[src/hdl/sdpq_pkg.sv]
package sdpq_pkg;

    localparam int CAPACITY = 32;
    localparam int CNT_W    = $clog2(CAPACITY + 1);

    // action codes
    localparam logic [1:0] ACT_INSERT  = 2'd0;
    localparam logic [1:0] ACT_POP_MIN = 2'd1;
    localparam logic [1:0] ACT_POP_MAX = 2'd2;
    localparam logic [1:0] ACT_NOP     = 2'd3;

    // status codes
    localparam logic [1:0] ST_OK    = 2'd0;
    localparam logic [1:0] ST_EMPTY = 2'd1;
    localparam logic [1:0] ST_FULL  = 2'd2;

    typedef struct packed {
        logic signed [31:0] value;
        logic signed [31:0] prio;
    } t_entry;

    typedef struct packed {
        logic [1:0]         action;
        logic signed [31:0] new_value;
        logic signed [31:0] new_priority;
    } t_in_item;

    typedef struct packed {
        logic signed [31:0] removed_value;
        logic [1:0]         status;
        logic [5:0]         entry_count;
        logic               is_empty;
        logic signed [31:0] min_value;
        logic signed [31:0] min_priority;
        logic signed [31:0] max_value;
        logic signed [31:0] max_priority;
    } t_out_item;

    // command broadcast to every cell of the row
    typedef struct packed {
        logic       load;
        logic [1:0] action;
        t_entry     new_entry;
    } t_cell_cmd;

endpackage

[src/hdl/sdpq_cell.sv]
module sdpq_cell (
    input  logic               i_clk,
    input  sdpq_pkg::t_cell_cmd i_cmd,
    input  logic               i_occupied,
    input  logic               i_tail,
    input  logic               i_left_keep,
    input  sdpq_pkg::t_entry   i_left,
    input  sdpq_pkg::t_entry   i_right,
    output sdpq_pkg::t_entry   o_entry,
    output logic               o_keep,
    output sdpq_pkg::t_entry   o_back
);
    import sdpq_pkg::*;

    t_entry r_entry;
    t_entry n_entry;

    // entry stays put on insert when it sorts at or before the new one
    assign o_keep  = i_occupied && (r_entry.prio <= i_cmd.new_entry.prio);
    assign o_entry = r_entry;
    assign o_back  = i_tail ? r_entry : '0;

    // next content: hold, take new entry, shift from left or from right
    always_comb begin
        n_entry = r_entry;
        if (i_cmd.load) begin
            case (i_cmd.action)
                ACT_INSERT: begin
                    if (!o_keep) begin
                        n_entry = i_left_keep ? i_cmd.new_entry : i_left;
                    end
                end
                ACT_POP_MIN: n_entry = i_right;
                default:     n_entry = r_entry;
            endcase
        end
    end

    always_ff @(posedge i_clk) begin
        r_entry <= n_entry;
    end

endmodule

[config.mk]
export PLATFORM = sky130hd
export DESIGN_NAME = sdpq_cell
export DESIGN_NICKNAME = d
export VERILOG_FILES = /design/src/hdl/sdpq_pkg.sv /design/src/hdl/sdpq_cell.sv
export SDC_FILE = /design/constraint.sdc
export NUM_CORES = 1
export LEC_CHECK = 0
export BUFFER_PORTS_ARGS = -buffer_cell sky130_fd_sc_hd__buf_2
export CAP_MARGIN = 20
export CELL_PAD_IN_SITES_DETAIL_PLACEMENT = 0
export CELL_PAD_IN_SITES_GLOBAL_PLACEMENT = 1
export CORE_AREA = 2 2 121 153
export CTS_CLUSTER_DIAMETER = 40
export DETAILED_ROUTE_END_ITERATION = 8
export DIE_AREA = 0 0 123 155
export GPL_TIMING_DRIVEN = 0
export MAX_ROUTING_LAYER = met4
export PLACE_DENSITY = 0.76
export SLEW_MARGIN = 20
export SYNTH_ARGS = -nofsm -noshare
export SYNTH_HDL_FRONTEND = slang
export SYNTH_SLANG_ARGS = --single-unit
[constraint.sdc]
create_clock -name i_clk -period 5.7 [get_ports i_clk]
set_clock_uncertainty 0.2 [all_clocks]
set_input_delay 0.285 -clock i_clk [delete_from_list [all_inputs] [get_ports i_clk]]
set_output_delay 0.285 -clock i_clk [all_outputs]
set_load 0.01 [all_outputs]
==> summary.md <==
| Metric | Value |
|---|---|
| Reg2Reg Launch Point | `o_entry[29]` |
| NumNets Final | `1,038` |
| Syn avg cell area | `9.675 sq um` |
| Synth top area cells | `edfxtp_1, mux2i_1, and2_1` |
| CP max-delay cell | `nor4_1` |
| IO Count | `328` |
| Die ar. | `19,070 sq um` |
| Initial drt markers | `182` |
| Routed Antenna Nets | `0` |
| CP Depth | `7` |
| Share of Yosys cell area claimed by the top area cell type | `42.54%` |
| Worst-Skew Late Latency | `0.34 ns` |
| Iteration count of the initial detailed-routing pass | `4` |
| Starting density of the core | `25.45%` |
| Dpl ws | `2.162 ns` |
| Final worst path period need | `3.448 ns` |
| RSZ-0062 raised after global routing | `false` |
| Number of flip-flops in the largest register | `64` |
| Port bufs | `325` |
| Area grow syn2layout | `51.59%` |
| Setup Viol. Count Final | `0` |
| CTS resizes | `0` |
| EDFF count, synth | `64` |
| Reg2reg path depth | `7` |
| Least-Margin Pin Slew | `0.7732 ns` |
| Number of placement rows | `55` |
| HP Class | `input pin to flop` |
| CTS root buffer | `clkbuf_16` |
| Post-DR vias/cell | `4.445` |
| Peak supply drop | `98.83 uV` |
| Register Area | `1922 sq um` |
| Slew headroom | `47.98%` |
| Critical path launch point type | `flop` |
| Area of the multi-input gates | `2361 sq um` |
| Post-synth top flop | `edfxtp_1` |
| Post-synthesis sequential area ratio | `42.54%` |
| Clock sink count | `64` |
| Core area | `17,750 sq um` |
| Clock transition at path regs | `0.06 ns` |
| Fraction of layout cells with a size suffix above 1 | `44.21%` |
| Crit. End Element | `flop` |
| CTS tree | `built` |
| Post-CTS setup buffers | `0` |
| Fin Hold WS | `0.01403 ns` |
| Reg2Reg Setup Slack | `2.25 ns` |
| Final worst slack | `2.252 ns` |
| TritonCTS buffer count | `9` |
| GP Congestion | `0.8413` |
| Critical path fanouts, max | `19` |
| Max-Cap Viols | `0` |
| Initial antenna violation count | `1` |
| Number of global-route vias before repair | `4,614` |
| Distinct cells, synth | `31` |
| F_max | `290.0 MHz` |
| Post-Route WL | `16,670 um` |
| Status | `finished, final reports clean` |
| Mapped cell area | `4518 sq um` |
| Final Hold Vio Count | `0` |
| Post-CTS Hold Buffers | `1` |
| FILL cells | `1,888` |
| Hold path start | `i_right[2]` |
| Max incr delay on CP | `0.60 ns` |
| WL/cell | `16.01 um` |
| Hold EP | `o_entry[2]` |
| Post-synth ARST share | `0%` |
| Largest net degree at the start of global routing | `21` |
| Chip Width | `123 um` |
| Worst hold stages | `3` |
| Buffer and inverter count on the worst path | `2` |
| Post-DP HPWL | `13,860 um` |
| Maximum clock path buffer count | `2` |
| CP required | `5.60 ns` |
| LEAKAGE | `0.003461 uW` |
| Max Slew Vio Count | `0` |
| Yosys warns | `0` |
| WP data arrival | `3.35 ns` |
| Post-synthesis register bit count | `64` |
| Total track usage | `17.61%` |
| Post-Synthesis Cells | `467` |
| Synth Net Count | `698` |
| Worst path cell trace | `ha_1, a21o_1, a2111o_1, nor4_1, a31oi_4, buf_16, buf_8` |
| Grt ovf | `0` |
| Period utilization | `60.49%` |
| Cell taking the most area after synthesis | `edfxtp_1` |
| Via count | `4,627` |
| PwrDens | `221.2 nW/um^2` |
| Setup CP Type | `flop to flop` |
| First-pass GRT wire length | `24,440 um` |
| DIE HEIGHT | `155 um` |
| Drc violations | `0` |
| H-tree Lvls | `3` |
| Crit-path leading delay family | `compound AO/OA/AOI/OAI gates` |
| RR Endpoint | `o_entry[45]` |
## cell type report
class	count	share of cell area, %
Timing Repair Buffer	329	24.92
Tap cell	228	4.165
Clock inverter	6	1.352
Antenna cell	1	0.03654
Clock buffer	10	3.343
Buffer	28	1.735
Multi-Input combinational cell	340	34.47
Inverter	35	1.918
Sequential cell	64	28.06
## cell usage in the layout, fill, tap and decap left out, types with 2 or more instances in the layout
master	netlist	layout
bufinv_16	0	2
o21ai_0	65	65
nor2b_1	2	2
mux2i_1	64	64
and2_1	64	64
edfxtp_1	64	64
nor4_1	2	2
nand3_1	5	5
nor2_1	3	3
a21o_1	5	5
nand4_1	6	6
nand2_1	67	67
clkbuf_16	0	9
buf_16	0	2
clkbuf_1	16	17
buf_2	11	336
clkinvlp_4	0	2
a21oi_1	11	11
inv_1	35	35
ha_1	32	32
## report_power, final
| part | switching, uW | leakage (uW) | internal (uW) |
|---|---|---|---|
| sequential | 17.6 | 0.000602 | 558 |
| clock | 224 | 0.000149 | 385 |
| combinational | 173 | 0.00271 | 158 |
## stage by stage
step / TNS, ns / cell area (sq um) / utilization (%) / power, uW / instances
floorplan: 0 / 4524 / - / 747.1 / 467
global placement: -2.404 / 6436 / 36.25 / 911.5 / 1020
detailed placement: 0 / 6515 / 36.69 / 919.8 / 1023
CTS: 0 / 6847 / 38.56 / 1539 / 1040
global route: 0 / 6849 / 38.58 / 1595 / 1041
finish: 0 / 6849 / 38.58 / 1515 / 1041
## per-layer routing
metal | part of all wire [%] | vias to the layer above | track usage [%]
met5 | 0 | - | -
met4 | 1.5 | 0 | 5.411
met3 | 6.0 | 15 | 3.336
met2 | 52 | 178 | 30.49
met1 | 40 | 2111 | 20.47
li1 | - | 2323 | -
## worst max path at each step
stage	startpoint	to	slack (ns)
floorplan	o_entry[14]	o_entry[0]	1.53
global placement	i_cmd[14]	o_entry[52]	-0.04
detailed placement	i_cmd[14]	o_entry[44]	2.16
CTS	o_entry[14]	o_entry[44]	2.16
global route	o_entry[14]	o_entry[44]	2.07
finish	o_entry[29]	o_entry[45]	2.25
## Yosys cell counts (2+ instances only)
master	instances
nor2b_1	2
nand4_1	6
a21o_1	5
mux2i_1	64
clkbuf_1	16
nor2_1	3
inv_1	35
o21ai_0	65
edfxtp_1	64
and2_1	64
buf_2	11
a21oi_1	11
ha_1	32
nor4_1	2
nand2_1	67
nand3_1	5
## kinds of logic after synthesis
kind of cell	after synthesis	share of synthesized area, %
AND/OR/NAND/NOR	153	17.59
flip-flops	64	42.54
adder cells (fa/ha/maj)	32	8.862
AO/OA/AOI/OAI	91	11.30
buffers and inverters	63	5.539
multiplexers	64	14.18
## worst min-delay path, stage by stage
cell and delay (ns):
buf_2 0.07, nand2_1 0.03, o21ai_0 0.06
(Power assumes the default switching activity.)
